### src/rtl/assert_macros.svh
// Assertion helpers shared by the RTL files.
`ifndef ASSERT_MACROS_SVH
`define ASSERT_MACROS_SVH

`ifndef SYNTHESIS

// Check a property on every rising edge while reset is released.
`define NPA_ASSERT(lbl, clk, rst_n, prop) \
  lbl: assert property (@(posedge clk) disable iff (!rst_n) (prop)) \
    else $error("assertion failed");

// Check a property on every rising edge, reset included.
`define NPA_ASSERT_ALWAYS(lbl, clk, prop) \
  lbl: assert property (@(posedge clk) (prop)) else $error("assertion failed");

`else

`define NPA_ASSERT(lbl, clk, rst_n, prop)
`define NPA_ASSERT_ALWAYS(lbl, clk, prop)

`endif

`endif

### src/rtl/npa_pkg.sv
`default_nettype none

package npa_pkg;

  // Automaton size
  localparam int STATE_CNT   = 16;
  localparam int SYMBOL_BITS = 8;
  localparam int SYM_COUNT   = 1 << SYMBOL_BITS;
  localparam int STATE_IDX_W = (STATE_CNT > 1) ? $clog2(STATE_CNT) : 1;
  // One table row holds the next-state masks of all states for one symbol
  localparam int ROW_W       = STATE_CNT * STATE_CNT;

  // Port field widths
  localparam int MODE_W   = 2;
  localparam int SYMBOL_W = 8;
  localparam int FROM_W   = 4;
  localparam int MASK_W   = 16;
  localparam int ACTIVE_W = 16;
  localparam int FINAL_W  = 16;

  // Configuration port
  localparam int PADDR_W   = 3;
  localparam int PDATA_W   = 32;
  localparam int REG_IDX_W = PADDR_W - 2;
  localparam logic [REG_IDX_W-1:0] REG_FINAL_MASK = '0;

  // Queues
  localparam int CMDQ_DEPTH = 2;
  localparam int CMDQ_PTR_W = $clog2(CMDQ_DEPTH);
  localparam int CMDQ_CNT_W = $clog2(CMDQ_DEPTH + 1);
  localparam int RESQ_DEPTH = 4;
  localparam int RESQ_PTR_W = $clog2(RESQ_DEPTH);
  localparam int RESQ_LVL_W = $clog2(RESQ_DEPTH + 1);

  localparam logic [STATE_CNT-1:0] START_SET = STATE_CNT'(1);

  typedef enum logic [MODE_W-1:0] {
    MODE_LOAD    = 2'd0,
    MODE_SYMBOL  = 2'd1,
    MODE_RESTART = 2'd2
  } mode_e;

  typedef struct packed {
    mode_e                  op;
    logic [SYMBOL_BITS-1:0] sym;
    logic [STATE_IDX_W-1:0] from;
    logic [STATE_CNT-1:0]   mask;
  } cmd_t;

  typedef struct packed {
    logic                accepted;
    logic [ACTIVE_W-1:0] active_set;
  } res_t;

endpackage

`default_nettype wire

### src/rtl/npa_resq.sv
`default_nettype none
`include "assert_macros.svh"

module npa_resq import npa_pkg::*; (
  input  logic                  clk_i,
  input  logic                  rst_ni,
  input  logic                  push_i,
  input  res_t                  res_i,
  input  logic                  pop_i,
  output logic                  empty_o,
  output res_t                  res_o,
  output logic [RESQ_LVL_W-1:0] level_o
);

  res_t                  mem_q [RESQ_DEPTH];
  logic [RESQ_PTR_W-1:0] wr_ptr_q, rd_ptr_q;
  logic [RESQ_LVL_W-1:0] level_q, level_d;
  logic                  deq;

  assign empty_o = (level_q == '0);
  assign res_o   = mem_q[rd_ptr_q];
  assign level_o = level_q;
  assign deq     = pop_i && !empty_o;

  always_comb begin
    level_d = level_q;
    if (push_i && !deq) begin
      level_d = level_q + 1'b1;
    end else if (deq && !push_i) begin
      level_d = level_q - 1'b1;
    end
  end

  always_ff @(posedge clk_i or negedge rst_ni) begin
    if (!rst_ni) begin
      wr_ptr_q <= '0;
      rd_ptr_q <= '0;
      level_q  <= '0;
    end else begin
      if (push_i) begin
        wr_ptr_q <= wr_ptr_q + 1'b1;
      end
      if (deq) begin
        rd_ptr_q <= rd_ptr_q + 1'b1;
      end
      level_q <= level_d;
    end
  end

  always_ff @(posedge clk_i) begin
    if (push_i) begin
      mem_q[wr_ptr_q] <= res_i;
    end
  end

  `NPA_ASSERT_ALWAYS(a_level_bound, clk_i, 32'(level_q) <= RESQ_DEPTH)

endmodule

`default_nettype wire

### config.mk
export PLATFORM = sky130hd
export DESIGN_NAME = npa_resq
export DESIGN_NICKNAME = d
export VERILOG_FILES = /design/src/rtl/npa_pkg.sv /design/src/rtl/npa_resq.sv
export VERILOG_INCLUDE_DIRS = /design/src /design/src/rtl
export SDC_FILE = /design/constraint.sdc
export NUM_CORES = 1
export LEC_CHECK = 0
export ABC_AREA = 1
export BUFFER_PORTS_ARGS = -buffer_cell sky130_fd_sc_hd__buf_2
export CORE_UTILIZATION = 40
export DETAILED_ROUTE_END_ITERATION = 10
export PLACE_DENSITY = 0.61
export SYNTH_ARGS = -nofsm -noshare
export SYNTH_HDL_FRONTEND = slang
export SYNTH_SLANG_ARGS = --single-unit
export TNS_END_PERCENT = 5
### constraint.sdc
create_clock -name clk_i -period 1.7 [get_ports clk_i]
set_input_delay 0.34 -clock clk_i [delete_from_list [all_inputs] [get_ports clk_i]]
set_output_delay 0.34 -clock clk_i [all_outputs]
set_load 0.005 [all_outputs]
==> results.tsv <==
metric	value	unit
syn_area_per_cell	12.5	um^2
fin_util	50.0	%
cts_max_level	3	
synth_edf_count	68	
drv_cap	0	
relSlewSlack	82.4	%
fill_cells	714	
cts_buffers	9	
netlist_top_cells_area	edfxtp_1 64%, nand2_1 8.4%, o211ai_1 5.9%	
core_area	7690	um^2
grt_max_degree	30	
fin_cells	419	
post_drt_wl_per_cell	13.3	um
netlist_instances	253	
grt-ovfl-total	0	
outcome	finished with violations	
yosysSeqAreaShare	70.0	%
power.total	6.34	mW
drv_slew	0	
grt_pass1_wl	8970	um
cts_buffer_depth	2	
layout-drive-gt1-share	27.4	%
peakVddDrop	623	uV
antenna_left	0	
vias	1888	
tightest_slew	0.263	ns
fmax	0.569	GHz
async_flop_share	9.33	%
cts_root_buf	clkbuf_8	
die_w	91.0	um
nets	339	
hold_viol_final	0	
rsz0062_at_grt	yes	
crit_type	flip-flop to output port	
yosysMostFrequentCell	nand2_1	
yosys.area.top_type	edfxtp_1	
startpoint_type	flip-flop	
antenna_found_initial	0	
timing.final.crit_share	103	%
rows	32	
grt_usage	14.4	%
cts_sinks	75	
die-area	8280	um^2
hp-class	input port to flip-flop	
start_util	41.2	%
place_inst	399	
synth_top_area_share	64.5	%
power_density	1650	nW/um^2
drc	0	
dp_hpwl	3400	um
syn_nets	280	
clkLatencyLatePin	0.32	ns
synth-seq-cells	75	
synthDistinctLibCells	18	
finalCriticalPeriod	1.76	ns
crit_fanout	15	
violations	negative setup slack	
placed_area	3560	um^2
wl	5560	um
gp_congestion	0.735	
via_per_inst	4.51	
cellLeakagePower	1.68	nW
yosys-top-cells-count	71 x nand2_1, 68 x edfxtp_1, 46 x inv_1, 25 x o211ai_1, 9 x o211ai_2	
clk_pin_slew	0.08	ns
area_delta_synth_final	21.3	%
portBuffers	41	
synth_area	3170	um^2
tritoncts	yes	
crit_required	1.36	ns
end_kind	output port	
setup_viol	17	
stdcell_area	3840	um^2
io-pin-count	42	
synth_top_flop_cell	edfxtp_1	
arrival	1.42	ns
diodes	0	
die_h	91.0	um
worst_slack	-0.0579	ns
dr.pass1.iters	4	
grt_pass1_vias	1844	
drt_iter0_drc	81	
place_ws	0.0992	ns
yosysWarnings	0	
fin_skew	0.00539	ns
-- layer usage --
| layer | GRT usage, % | vias up | wire length (um) |
|---|---|---|---|
| li1 | - | 970 | - |
| met1 | 18.2 | 884 | 2500 |
| met2 | 23.9 | 26 | 2850 |
| met3 | 3.85 | 8 | 148 |
| met4 | 5.42 | 0 | 66 |
| met5 | 0 | - | 0 |
-- stage by stage --
| stage | hold WS [ns] | TNS (ns) |
|---|---|---|
| 6_report | 0.219 | -0.695 |
| 5_1_grt | 0.188 | -2.56 |
| 4_1_cts | 0.198 | -0.923 |
| 3_5_place_dp | 0.185 | 0 |
| 3_3_place_gp | 0.184 | 0 |
| 2_1_floorplan | 0.0444 | 0 |
-- cell usage in the layout (no fill, tap or decap), types with 2 or more instances in the layout --
| cell type | instances |
|---|---|
| nand2_1 | 70 |
| edfxtp_1 | 68 |
| inv_1 | 46 |
| buf_2 | 41 |
| o211ai_1 | 25 |
| buf_4 | 12 |
| o211ai_2 | 9 |
| clkbuf_8 | 9 |
| dfrtp_1 | 7 |
| ha_1 | 5 |
| nand3_1 | 3 |
| inv_4 | 2 |
| clkinv_4 | 2 |
| clkinvlp_4 | 2 |
| buf_12 | 2 |
-- final timing paths --
path                        startpoint  depth (start not counted)            to  slack [ns]
max reg2reg                 level_o[0]                         10    level_o[2]        0.14
min in group asynchronous       rst_ni                          2   wr_ptr_q[0]        0.38
max in group asynchronous       rst_ni                          2   rd_ptr_q[0]        1.17
max                        rd_ptr_q[0]                          6     res_o[11]       -0.06
min                          res_i[16]                          1  mem_q[3][16]        0.22
min reg2reg                 level_o[2]                          2    level_o[2]        0.51
-- final cells by class --
class / instances / area (um^2) / share of cell area, %
Timing Repair Buffer: 59 / 409 / 10.7
Multi-Input combinational cell: 119 / 702 / 18.3
Sequential cell: 75 / 2220 / 57.7
Clock buffer: 9 / 124 / 3.22
Tap cell: 102 / 128 / 3.32
Clock inverter: 7 / 76.3 / 1.99
Inverter: 48 / 185 / 4.82
-- state kept, by name, indices dropped and copies added (netlist names) --
register and cells:
mem_q 68, level_o 3, rd_ptr_q 2, wr_ptr_q 2
-- critical path, cell delays in order (launching register included) --
cell	delay, ns
dfrtp_1	0.41
inv_4	0.16
buf_12	0.17
nand2_2	0.04
o211ai_1	0.09
nand2_1	0.08
buf_2	0.13
-- report_power, final --
group | internal (mW) | switching, mW | total [mW]
registers | 2.43 | 0.132 | 2.56
logic | 1.06 | 1.39 | 2.45
clock network | 0.685 | 0.645 | 1.33
total | 4.18 | 2.17 | 6.34
-- kinds of logic after synthesis --
family,synth area share [%]
buf+inv,7.98
compound gates,9.64
simple gates,9.21
xor+xnor,0.553
flops,70.0
fa+ha+maj,2.61
-- timing repair --
| action | CTS | global route |
|---|---|---|
| pin swaps | 6 | 0 |
| resized for setup | 5 | 1 |
| setup buffers | 1 | 0 |
| hold endpoints to repair | 7 | 0 |
| cloned | 1 | 1 |
| hold buffers | 1 | 0 |
| endpoints found under the setup margin | 17 | 18 |
(Power assumes the default switching activity.)
