### src/rtl/assert_macros.svh
// Assertion helpers shared by the RTL files.
`ifndef ASSERT_MACROS_SVH
`define ASSERT_MACROS_SVH

`ifndef SYNTHESIS

// Check a property on every rising edge while reset is released.
`define NPA_ASSERT(lbl, clk, rst_n, prop) \
  lbl: assert property (@(posedge clk) disable iff (!rst_n) (prop)) \
    else $error("assertion failed");

// Check a property on every rising edge, reset included.
`define NPA_ASSERT_ALWAYS(lbl, clk, prop) \
  lbl: assert property (@(posedge clk) (prop)) else $error("assertion failed");

`else

`define NPA_ASSERT(lbl, clk, rst_n, prop)
`define NPA_ASSERT_ALWAYS(lbl, clk, prop)

`endif

`endif

### src/rtl/npa_pkg.sv
`default_nettype none

package npa_pkg;

  // Automaton size
  localparam int STATE_CNT   = 16;
  localparam int SYMBOL_BITS = 8;
  localparam int SYM_COUNT   = 1 << SYMBOL_BITS;
  localparam int STATE_IDX_W = (STATE_CNT > 1) ? $clog2(STATE_CNT) : 1;
  // One table row holds the next-state masks of all states for one symbol
  localparam int ROW_W       = STATE_CNT * STATE_CNT;

  // Port field widths
  localparam int MODE_W   = 2;
  localparam int SYMBOL_W = 8;
  localparam int FROM_W   = 4;
  localparam int MASK_W   = 16;
  localparam int ACTIVE_W = 16;
  localparam int FINAL_W  = 16;

  // Configuration port
  localparam int PADDR_W   = 3;
  localparam int PDATA_W   = 32;
  localparam int REG_IDX_W = PADDR_W - 2;
  localparam logic [REG_IDX_W-1:0] REG_FINAL_MASK = '0;

  // Queues
  localparam int CMDQ_DEPTH = 2;
  localparam int CMDQ_PTR_W = $clog2(CMDQ_DEPTH);
  localparam int CMDQ_CNT_W = $clog2(CMDQ_DEPTH + 1);
  localparam int RESQ_DEPTH = 4;
  localparam int RESQ_PTR_W = $clog2(RESQ_DEPTH);
  localparam int RESQ_LVL_W = $clog2(RESQ_DEPTH + 1);

  localparam logic [STATE_CNT-1:0] START_SET = STATE_CNT'(1);

  typedef enum logic [MODE_W-1:0] {
    MODE_LOAD    = 2'd0,
    MODE_SYMBOL  = 2'd1,
    MODE_RESTART = 2'd2
  } mode_e;

  typedef struct packed {
    mode_e                  op;
    logic [SYMBOL_BITS-1:0] sym;
    logic [STATE_IDX_W-1:0] from;
    logic [STATE_CNT-1:0]   mask;
  } cmd_t;

  typedef struct packed {
    logic                accepted;
    logic [ACTIVE_W-1:0] active_set;
  } res_t;

endpackage

`default_nettype wire

### src/rtl/npa_front.sv
`default_nettype none

module npa_front import npa_pkg::*; (
  input  logic                clk_i,
  input  logic                rst_ni,
  input  logic                push_i,
  input  logic [MODE_W-1:0]   mode_i,
  input  logic [SYMBOL_W-1:0] symbol_i,
  input  logic [FROM_W-1:0]   from_state_i,
  input  logic [MASK_W-1:0]   next_mask_i,
  output logic                full_o,
  output logic                cmd_valid_o,
  output cmd_t                cmd_o,
  input  logic                cmd_pop_i
);

  cmd_t                  cmd_in;
  logic                  keep;
  logic                  enq;
  logic                  deq;
  cmd_t                  mem_q [CMDQ_DEPTH];
  logic [CMDQ_PTR_W-1:0] wr_ptr_q, wr_ptr_d;
  logic [CMDQ_PTR_W-1:0] rd_ptr_q, rd_ptr_d;
  logic [CMDQ_CNT_W-1:0] cnt_q, cnt_d;

  // Classify the request; drop unused modes and loads from a missing state.
  always_comb begin
    cmd_in      = '0;
    cmd_in.sym  = SYMBOL_BITS'(symbol_i);
    cmd_in.from = STATE_IDX_W'(from_state_i);
    cmd_in.mask = STATE_CNT'(next_mask_i);
    keep        = 1'b0;
    unique case (mode_i)
      MODE_LOAD: begin
        cmd_in.op = MODE_LOAD;
        keep      = (32'(from_state_i) < STATE_CNT);
      end
      MODE_SYMBOL: begin
        cmd_in.op = MODE_SYMBOL;
        keep      = 1'b1;
      end
      MODE_RESTART: begin
        cmd_in.op = MODE_RESTART;
        keep      = 1'b1;
      end
      default: begin
        keep = 1'b0;
      end
    endcase
  end

  assign full_o      = (cnt_q == CMDQ_CNT_W'(CMDQ_DEPTH));
  assign cmd_valid_o = (cnt_q != '0);
  assign cmd_o       = mem_q[rd_ptr_q];
  assign enq         = push_i && !full_o && keep;
  assign deq         = cmd_pop_i && cmd_valid_o;

  always_comb begin
    wr_ptr_d = enq ? wr_ptr_q + 1'b1 : wr_ptr_q;
    rd_ptr_d = deq ? rd_ptr_q + 1'b1 : rd_ptr_q;
    cnt_d    = cnt_q;
    if (enq && !deq) begin
      cnt_d = cnt_q + 1'b1;
    end else if (deq && !enq) begin
      cnt_d = cnt_q - 1'b1;
    end
  end

  always_ff @(posedge clk_i or negedge rst_ni) begin
    if (!rst_ni) begin
      wr_ptr_q <= '0;
      rd_ptr_q <= '0;
      cnt_q    <= '0;
    end else begin
      wr_ptr_q <= wr_ptr_d;
      rd_ptr_q <= rd_ptr_d;
      cnt_q    <= cnt_d;
    end
  end

  always_ff @(posedge clk_i) begin
    if (enq) begin
      mem_q[wr_ptr_q] <= cmd_in;
    end
  end

endmodule

`default_nettype wire

### config.mk
export PLATFORM = sky130hd
export DESIGN_NAME = npa_front
export DESIGN_NICKNAME = d
export VERILOG_FILES = /design/src/rtl/assert_macros.svh /design/src/rtl/npa_pkg.sv /design/src/rtl/npa_front.sv
export SDC_FILE = /design/constraint.sdc
export NUM_CORES = 1
export LEC_CHECK = 0
export ABC_AREA = 1
export CORE_ASPECT_RATIO = 0.5
export CORE_UTILIZATION = 55
export CTS_BUF_LIST = sky130_fd_sc_hd__clkbuf_2 sky130_fd_sc_hd__clkbuf_4 sky130_fd_sc_hd__clkbuf_8
export CTS_CLUSTER_SIZE = 25
export DETAILED_ROUTE_END_ITERATION = 10
export DONT_BUFFER_PORTS = 1
export GPL_TIMING_DRIVEN = 0
export HOLD_SLACK_MARGIN = 0.05
export PLACE_DENSITY = 0.67
export REMOVE_ABC_BUFFERS = 1
export SETUP_SLACK_MARGIN = 0.3
export SLEW_MARGIN = 0
export SYNTH_ARGS = -nofsm -noshare
export SYNTH_HDL_FRONTEND = slang
export SYNTH_SLANG_ARGS = --single-unit
### constraint.sdc
create_clock -name clk_i -period 3.7 [get_ports clk_i]
set_clock_uncertainty 0.15 [all_clocks]
set_input_delay 0.37 -clock clk_i [delete_from_list [all_inputs] [get_ports clk_i]]
set_output_delay 0.37 -clock clk_i [all_outputs]
set_load 0.03 [all_outputs]
==> results.sh, run 1 <==
export IMPL_dieHeight_um=48.9
export IMPL_grt_overflow_total=0
export IMPL_final_nets=264
export IMPL_synth_xor_area_share=0.00362
export IMPL_core_area_mm2=0.00404
export IMPL_first_pass_iters=4
export IMPL_worst_setup_path_end_kind="output pin"
export IMPL_dpl_cell_area_mm2=0.00246
export IMPL_tns_ns=0
export IMPL_cts_tree="yes"
export IMPL_fmax_ghz=0.349
export IMPL_clockRootBuffer="clkbuf_8"
export IMPL_start_util=0.598
export IMPL_antenna_found_initial=0
export IMPL_synthAdderAreaFrac=0.00518
export IMPL_hold_slack_ns=0.0878
export IMPL_io_buffers=0
export IMPL_p_leak_nw=1.20
export IMPL_cap_viol_max_count=0
export IMPL_grt_setup_unrepaired="no"
export IMPL_fin_crit_ns=2.87
export IMPL_mostFrequentLayoutCell="nand2_1"
export IMPL_drive_above_1_share=0.0769
export IMPL_crit_fanout=32
export IMPL_cp_required_ns=3.18
export IMPL_seq_area_mm2=0.00190
export IMPL_setup_viol=0
export IMPL_fin_area_mm2=0.00295
export IMPL_place_gp_congestion=0.637
export IMPL_fillers=280
export IMPL_yosys_warnings=0
export IMPL_arrival_ns=2.35
export IMPL_synth_top_family_by_area="simple AND/OR/NAND/NOR gates"
export IMPL_die_w_um=95.8
export IMPL_yosys_area_share_simple=0.178
export IMPL_max_vdd_ir_drop_mv=0.602
export IMPL_postSynthAreaPerCell_um2=12.5
export IMPL_postCtsSetupBuffers=0
export IMPL_clock_sinks=64
export IMPL_drtIter0Drc=59
export IMPL_grtUsageTotal=0.207
export IMPL_grt_pass1_wl_mm=6.76
export IMPL_synth_compound_area_share=0
export IMPL_numCtsBuffers=9
export IMPL_ctsResizeCount=0
export IMPL_hp_class="input port to flop"
export IMPL_htreeDepth=3
export IMPL_routed_wl_mm=4.39
export IMPL_insertion_delay_ns=0.33
export IMPL_crit_type="flop to output pin"
export IMPL_worst_slack_ns=0.832
export IMPL_syn_inst=194
export IMPL_slew_headroom=0.179
export IMPL_drv_slew=0
export IMPL_wl_per_cell_um=15.2
export IMPL_cellPowerDensity_mw_per_mm2=813
export IMPL_fin_crit_sh=0.775
export IMPL_synth_seq_cells=64
export IMPL_worst_slew_pin_slew_ns=1.23
export IMPL_synthesis_area_mm2=0.00242
export IMPL_place_worst_setup_slack_ns=1.16
export IMPL_grt_max_degree=33
export IMPL_synthMuxAreaShare=0
export IMPL_via_count=1438
export IMPL_ys_seq_area_frac=0.787
export IMPL_cts_hold_buf=30
export IMPL_clkTransAtPathRegs_ns=0.07
export IMPL_diodes=0
export IMPL_power_w=0.00240
export IMPL_ant_nets=0
export IMPL_dieArea_mm2=0.00468
export IMPL_ioPinCount=66
export IMPL_status="finished clean"
export IMPL_area_growth_pct=22.0
export IMPL_synthDistinctLibCells=11
export IMPL_grt_pass1_vias=1447
export IMPL_cp_start_kind="flop"
export IMPL_viasPerCell=4.99
export IMPL_hold_viol=0
export IMPL_row_count=16
export IMPL_drc=0
export IMPL_cts_buffer_depth=2
export IMPL_final_cell_mix="nand2_1, edfxtp_1, dlygate4sd3_1"
export IMPL_multi_input_area_um2=459
export IMPL_dp_hpwl_mm=2.49
## worst paths after layout
path                                endpoint  slack, ns  startpoint  cells past startpoint
worst max-delay path                cmd_o[4]       0.83    rd_ptr_q                      3
worst min-delay path            mem_q[0][28]       0.09   mode_i[1]                      1
worst max register to register  mem_q[0][10]       1.30    cnt_q[1]                      5
worst min register to register      wr_ptr_q       0.36    wr_ptr_q                      2
max in group asynchronous           cnt_q[0]       3.04      rst_ni                      1
min in group asynchronous           cnt_q[1]       0.17      rst_ni                      1
## state kept, by name, summed over array words and instances, names as in the netlist
name / cells
wr_ptr_q: 1
cnt_q: 2
mem_q: 60
rd_ptr_q: 1
## power by group
group | switching, W | leakage [nW] | internal (W)
logic | 0.000656 | 0.501 | 0.000134
registers | 0.0000935 | 0.602 | 0.000954
clock network | 0.000254 | 0.0985 | 0.000305
## per-stage QoR
stage	util	std cells
after floorplan	-	188
after global placement	0.607	242
after detailed placement	0.609	242
after CTS	0.729	288
after global routing	0.729	288
final	0.729	288
## metal layers
layer	routed length [um]	global-route usage	vias to the layer above
met1	1730	0.236	672
met5	0	0	-
met3	347	0.103	8
met4	43	0.0672	0
met2	2270	0.343	48
li1	-	-	710
## synth_stat cells
library cell,number,area share
dfrtp_1,4,0.041
inv_1,8,0.012
xnor2_1,1,0.0036
nand4_1,1,0.0026
nand3_1,3,0.0062
nor2_1,5,0.0078
buf_2,6,0.012
edfxtp_1,60,0.75
inv_2,1,0.0016
ha_1,1,0.0052
nand2_1,104,0.16
## logic make-up after synthesis
family	Yosys count
flip-flops	64
XOR/XNOR	1
buffers and inverters	15
AND/OR/NAND/NOR	113
adder cells (fa/ha/maj)	1
## layout make-up
type,instances,share of cell area
timing repair buffer,30,0.102
clock buffer,9,0.0420
inverter,9,0.0115
sequential,64,0.645
clock inverter,7,0.0212
multi-input combinational,115,0.156
tap,54,0.0229
## critical path, stage by stage, from the launching register on
cell and delay (ns):
dfrtp_1 1.07, inv_2 0.54, nand2_1 0.18, nand2_1 0.22
No activity file was read; power rests on OpenSTA's default activity.
==> run 2, diff against run 1 <==
==> constraint.sdc (replaced) <==
create_clock -name clk_i -period 2.7 [get_ports clk_i]
set_clock_uncertainty 0.15 [all_clocks]
set_input_delay 0.27 -clock clk_i [delete_from_list [all_inputs] [get_ports clk_i]]
set_output_delay 0.27 -clock clk_i [all_outputs]
set_load 0.03 [all_outputs]
==> run 2 against run 1 <==
Count of clock-buffer cells in the layout unchanged. Routed wire length up 4.1%. Sequential power grew 37%. Sequential cell count unchanged. Utilization rose by 1.1 points. Sequential share of layout area down 0.93 points. Combinational power rose by 39%. Critical path depth is 2 higher. Total power increased by 38%. Die area did not move. First-iteration DRC count increased by 25%. Global-route usage rose by 0.48 points. Critical path type is now flop to flop. Critical endpoint is now mem_q[0][28].
==> results.sh, run 2 (synthesis gave the netlist of run 1 again) <==
export IMPL_crit_family="simple AND/OR/NAND/NOR gates"
export IMPL_drive_above_1_share=0.0882
export IMPL_slew_headroom=0.400
export IMPL_die_w_um=95.8
export IMPL_grt_overflow_total=0
export IMPL_final_cell_mix="nand2_1, edfxtp_1, dlygate4sd3_1"
export IMPL_cts_tree="yes"
export IMPL_slowest_stage="nor2_1"
export IMPL_path_buf_inv=2
export IMPL_place_inst=242
export IMPL_stdcell_count=292
export IMPL_cellPowerDensity_mw_per_mm2=1100
export IMPL_hp_class="input port to asynchronous set/reset pin"
export IMPL_drv_slew=0
export IMPL_cap_viol_max_count=0
export IMPL_p_leak_nw=1.21
export IMPL_regMostFlops="mem_q"
export IMPL_mostFrequentLayoutCell="nand2_1"
export IMPL_path_cells="inv_1 -> nor2_1 -> nor2_1 -> nand2_1 -> clkinvlp_4"
export IMPL_hold_viol=0
export IMPL_fmax_ghz=0.436
export IMPL_fin_area_mm2=0.00299
export IMPL_final_core_util=0.740
export IMPL_cp_required_ns=2.52
export IMPL_arrival_ns=2.12
export IMPL_area_growth_pct=23.9
export IMPL_cpPeakStageDelay_ns=0.46
export IMPL_grt_pass1_wl_mm=6.91
export IMPL_max_vdd_ir_drop_mv=0.896
export IMPL_grt_pass1_vias=1480
export IMPL_cpMostUsedCell="nor2_1"
export IMPL_postCtsSetupBuffers=0
export IMPL_clockRootBuffer="clkbuf_8"
export IMPL_ioPinCount=66
export IMPL_core_area_mm2=0.00404
export IMPL_place_gp_congestion=0.637
export IMPL_io_buffers=0
export IMPL_start_util=0.598
export IMPL_fin_crit_ns=2.29
export IMPL_fin_crit_sh=0.850
export IMPL_dp_hpwl_mm=2.49
export IMPL_power_w=0.00331
export IMPL_largest_reg_flops=60
export IMPL_setup_viol=0
export IMPL_clkTransAtPathRegs_ns=0.07
export IMPL_diodes=0
export IMPL_status="finished clean"
export IMPL_final_nets=268
export IMPL_dieArea_mm2=0.00468
export IMPL_antenna_found_initial=0
export IMPL_ant_nets=0
export IMPL_routed_wl_mm=4.57
export IMPL_htreeDepth=3
export IMPL_cp_start_kind="flop"
export IMPL_drc=0
export IMPL_clock_sinks=64
export IMPL_first_pass_iters=4
export IMPL_crit_fanout=15
export IMPL_place_worst_setup_slack_ns=0.258
export IMPL_grt_setup_unrepaired="no"
export IMPL_crit_type="flop to flop"
export IMPL_reg_top3="mem_q x60, cnt_q x2"
export IMPL_insertion_delay_ns=0.33
export IMPL_drtIter0Drc=74
export IMPL_grtUsageTotal=0.212
export IMPL_cts_buffer_depth=2
export IMPL_worst_slack_ns=0.406
export IMPL_worst_slew_pin_slew_ns=0.898
export IMPL_via_count=1483
export IMPL_dpl_cell_area_mm2=0.00246
export IMPL_dieHeight_um=48.9
export IMPL_viasPerCell=5.08
export IMPL_worst_setup_path_end_kind="flop"
export IMPL_numCtsBuffers=9
export IMPL_row_count=16
export IMPL_wl_per_cell_um=15.6
export IMPL_grt_max_degree=33
run 2: routing by layer:
metal | vias to the layer above | routed length, um | GRT usage
met5 | - | 0 | 0
met4 | 0 | 40 | 0.0672
met3 | 4 | 354 | 0.101
met2 | 59 | 2350 | 0.349
met1 | 699 | 1820 | 0.247
li1 | 721 | - | -
run 2: cell type report:
cell class / count / area (um^2)
Clock buffer: 9 / 124
Clock inverter: 7 / 62.6
Fill cell: 275 / 1050
Inverter: 9 / 40.0
Multi-Input combinational cell: 115 / 459
Sequential cell: 64 / 1900
Tap cell: 54 / 67.6
Timing Repair Buffer: 33 / 330
Timing Repair inverter: 1 / 7.51
run 2: worst paths after layout:
check | depth (start not counted) | slack, ns | startpoint | to
setup / recovery | 5 | 0.41 | cnt_q[1] | mem_q[0][28]
hold / removal | 1 | 0.07 | rst_ni | cnt_q[1]
setup reg to reg | 5 | 0.41 | cnt_q[1] | mem_q[0][28]
hold reg to reg | 2 | 0.36 | wr_ptr_q | wr_ptr_q
max in group asynchronous | 1 | 2.12 | rst_ni | rd_ptr_q
min in group clk_i | 3 | 0.09 | push_i | wr_ptr_q
run 2: through the flow:
| step | TNS, ns | hold WS [ns] |
|---|---|---|
| floorplan | 0 | -0.176 |
| global placement | -14.02 | -0.175 |
| detailed placement | 0 | -0.175 |
| CTS | 0 | 0.0550 |
| global route | 0 | 0.0650 |
| finish | 0 | 0.0717 |
run 2: power by group:
group	internal, W	switching (W)
Clock	0.000417	0.000349
Sequential	0.00131	0.000132
Combinational	0.000184	0.000919
Total	0.00191	0.00140
run 2: repair_timing:
item,in CTS,in global routing
cloned,1,0
endpoints found under the setup margin,60,30
hold endpoints to repair,65,0
gates resized for setup,3,2
hold buffers,33,0
==> run 3, diff against run 2 <==
--- a/config.mk
+++ b/config.mk
@@ -5,7 +5,7 @@
 export SDC_FILE = /design/constraint.sdc
 export NUM_CORES = 1
 export LEC_CHECK = 0
-export ABC_AREA = 1
+export ABC_AREA = 0
 export CORE_ASPECT_RATIO = 0.5
 export CORE_UTILIZATION = 55
 export CTS_BUF_LIST = sky130_fd_sc_hd__clkbuf_2 sky130_fd_sc_hd__clkbuf_4 sky130_fd_sc_hd__clkbuf_8
==> constraint.sdc (replaced) <==
create_clock -name clk_i -period 2.15 [get_ports clk_i]
set_clock_uncertainty 0.15 [all_clocks]
set_input_delay 0.215 -clock clk_i [delete_from_list [all_inputs] [get_ports clk_i]]
set_output_delay 0.215 -clock clk_i [all_outputs]
set_load 0.03 [all_outputs]
==> run 3 against run 2 <==
Critical path depth up 2. Routed wire length down 6.9%. Total power up 26%. Synthesized cell count down 41%. Non-clock buffer count up 12. Worst setup slack worse by 0.072 ns. Design area up 5.4%. Hold slack better by 0.17 ns. Sequential power up 21%. Count of clock-buffer cells in the layout up 1. Fmax up 26%.
==> results.sh, run 3 <==
export IMPL_status="finished clean"
export IMPL_grt_max_degree=19
export IMPL_path_cells="nor2b_4 -> nand3b_4 -> inv_1 -> ha_4 -> xor2_2 -> nor2_1 -> xor2_1"
export IMPL_holdPathEnd="wr_ptr_q"
export IMPL_numCtsBuffers=9
export IMPL_hold_viol=0
export IMPL_ioPinCount=66
export IMPL_cellPowerDensity_mw_per_mm2=1320
export IMPL_drive_above_1_share=0.366
export IMPL_yosys_warnings=0
export IMPL_synth_seq_cells=64
export IMPL_dpl_cell_area_mm2=0.00251
export IMPL_fin_crit_sh=0.845
export IMPL_final_cell_mix="edfxtp_1, dlygate4sd3_1, mux2_2"
export IMPL_netlist_top_cells_count="edfxtp_1, mux2_2, dfrtp_1"
export IMPL_dieArea_mm2=0.00467
export IMPL_htreeDepth=3
export IMPL_insertion_delay_ns=0.33
export IMPL_cp_start_kind="flop"
export IMPL_routed_wl_mm=4.25
export IMPL_tns_ns=0
export IMPL_io_buffers=0
export IMPL_cts_buffer_depth=2
export IMPL_via_count=1191
export IMPL_max_vdd_ir_drop_mv=1.18
export IMPL_grt_setup_unrepaired="yes"
export IMPL_cts_tree="yes"
export IMPL_path_buf_inv=1
export IMPL_fin_area_mm2=0.00316
export IMPL_clockRootBuffer="clkbuf_8"
export IMPL_arrival_ns=1.92
export IMPL_diodes=0
export IMPL_postSynthAreaPerCell_um2=21.0
export IMPL_area_growth_pct=30.7
export IMPL_dp_hpwl_mm=2.37
export IMPL_hp_class="input port to flop"
export IMPL_worst_r2r_setup_slack_ns=0.33
export IMPL_crit_fanout=3
export IMPL_worst_slew_pin_slew_ns=0.223
export IMPL_place_inst=168
export IMPL_grtUsageTotal=0.197
export IMPL_crit_family="simple AND/OR/NAND/NOR gates"
export IMPL_final_nets=203
export IMPL_syn_inst=115
export IMPL_slew_headroom=0.851
export IMPL_p_leak_nw=1.10
export IMPL_row_count=16
export IMPL_crit_type="flop to flop"
export IMPL_reg_top3="mem_q x60, cnt_q x2"
export IMPL_ys_seq_area_frac=0.788
export IMPL_async_flop_share=0.0625
export IMPL_regMostFlops="mem_q"
export IMPL_setup_viol=0
export IMPL_grt_pass1_vias=1261
export IMPL_clock_sinks=64
export IMPL_cap_viol_max_count=0
export IMPL_drtIter0Drc=48
export IMPL_place_worst_setup_slack_ns=-0.0279
export IMPL_worst_setup_path_end_kind="flop"
export IMPL_slowest_stage="dfrtp_2"
export IMPL_cpPeakStageDelay_ns=0.44
export IMPL_synth_edf_count=60
export IMPL_cp_required_ns=2.25
export IMPL_min_from="mode_i[1]"
export IMPL_dieHeight_um=48.8
export IMPL_synthTopCellsByArea="edfxtp_1, mux2_2, dfrtp_1"
export IMPL_synth_top_area_frac=0.747
export IMPL_die_w_um=95.7
export IMPL_first_pass_iters=4
export IMPL_mostFrequentLayoutCell="edfxtp_1"
export IMPL_place_gp_congestion=0.654
export IMPL_viasPerCell=5.27
export IMPL_r2r_start="cnt_q[0]"
export IMPL_clkTransAtPathRegs_ns=0.06
export IMPL_drc=0
export IMPL_worst_slack_ns=0.333
export IMPL_reg2reg_depth=7
export IMPL_stdcell_count=226
export IMPL_synthesis_area_mm2=0.00241
export IMPL_synthDistinctLibCells=15
export IMPL_largest_reg_flops=60
export IMPL_fin_crit_ns=1.82
export IMPL_hold_path_depth=5
export IMPL_fmax_ghz=0.550
export IMPL_core_area_mm2=0.00404
export IMPL_worst_r2r_endpoint="cnt_q[1]"
export IMPL_wl_per_cell_um=18.8
export IMPL_grt_pass1_wl_mm=6.19
export IMPL_ant_nets=0
export IMPL_grt_overflow_total=0
export IMPL_antenna_found_initial=0
export IMPL_dominantRegCellSynth="edfxtp_1"
export IMPL_drv_slew=0
export IMPL_start_util=0.597
export IMPL_synth_most_common_cell="edfxtp_1"
export IMPL_yosys_area_top_type="edfxtp_1"
[run 3: area by class of cell]
| class | count | area, um^2 |
|---|---|---|
| tap | 54 | 67.6 |
| clock inverter | 5 | 25.0 |
| timing repair buffer | 45 | 507 |
| fill | 220 | 888 |
| clock buffer | 10 | 131 |
| multi-input combinational | 46 | 510 |
| inverter | 2 | 7.51 |
| sequential | 64 | 1910 |
[run 3: per-layer routing]
layer / track usage / up-vias / part of all wire
met5: 0 / - / 0
met4: 0.0622 / 0 / 0.0038
met3: 0.114 / 3 / 0.084
met2: 0.333 / 49 / 0.52
met1: 0.208 / 595 / 0.39
li1: - / 544 / -
[run 3: metrics by stage]
stage          power, W  utilization  hold WS [ns]
6_report        0.00417        0.780         0.243
4_1_cts         0.00411        0.769         0.134
3_3_place_gp    0.00297        0.605        -0.230
3_5_place_dp    0.00308        0.620        -0.230
5_1_grt         0.00433        0.780         0.248
2_1_floorplan   0.00286            -        -0.231
[run 3: worst max path at each step]
stage | startpoint | slack [ns] | cells after the start | end
CTS | cnt_q[0] | 0.35 | 7 | cnt_q[1]
global placement | cnt_q[1] | -0.91 | 3 | mem_q[1][3]
floorplan | cnt_q[1] | -0.48 | 3 | mem_q[1][0]
finish | cnt_q[0] | 0.33 | 7 | cnt_q[1]
global route | cnt_q[0] | 0.28 | 7 | cnt_q[1]
detailed placement | cnt_q[1] | -0.03 | 4 | mem_q[0][26]
[run 3: kinds of logic after synthesis]
kind of cell	Yosys count	share of synthesized area
flip-flops	64	0.788
multiplexers	30	0.140
AND/OR/NAND/NOR	10	0.0316
XOR/XNOR	5	0.0181
buffers and inverters	5	0.0171
adder cells (fa/ha/maj)	1	0.00518
[run 3: worst min-delay path, delay by kind of cell]
family / cells / cell delay (ns)
buffers and inverters: 2 / 0.24
AND/OR/NAND/NOR: 2 / 0.14
XOR/XNOR: 1 / 0.08
[run 3: report_power, final]
group          internal, W  switching (W)
Clock             0.000411       0.000403
Combinational     0.000617       0.000997
Sequential         0.00165      0.0000941
Total              0.00268        0.00149
[run 3: what timing repair did]
action | in CTS | in global routing
gates cloned | 0 | 0
hold endpoints to repair | 67 | 0
setup buffers | 5 | 3
pin swaps | 2 | 6
gates resized for setup | 5 | 4
endpoints found under the setup margin | 91 | 1
hold buffers | 35 | 0
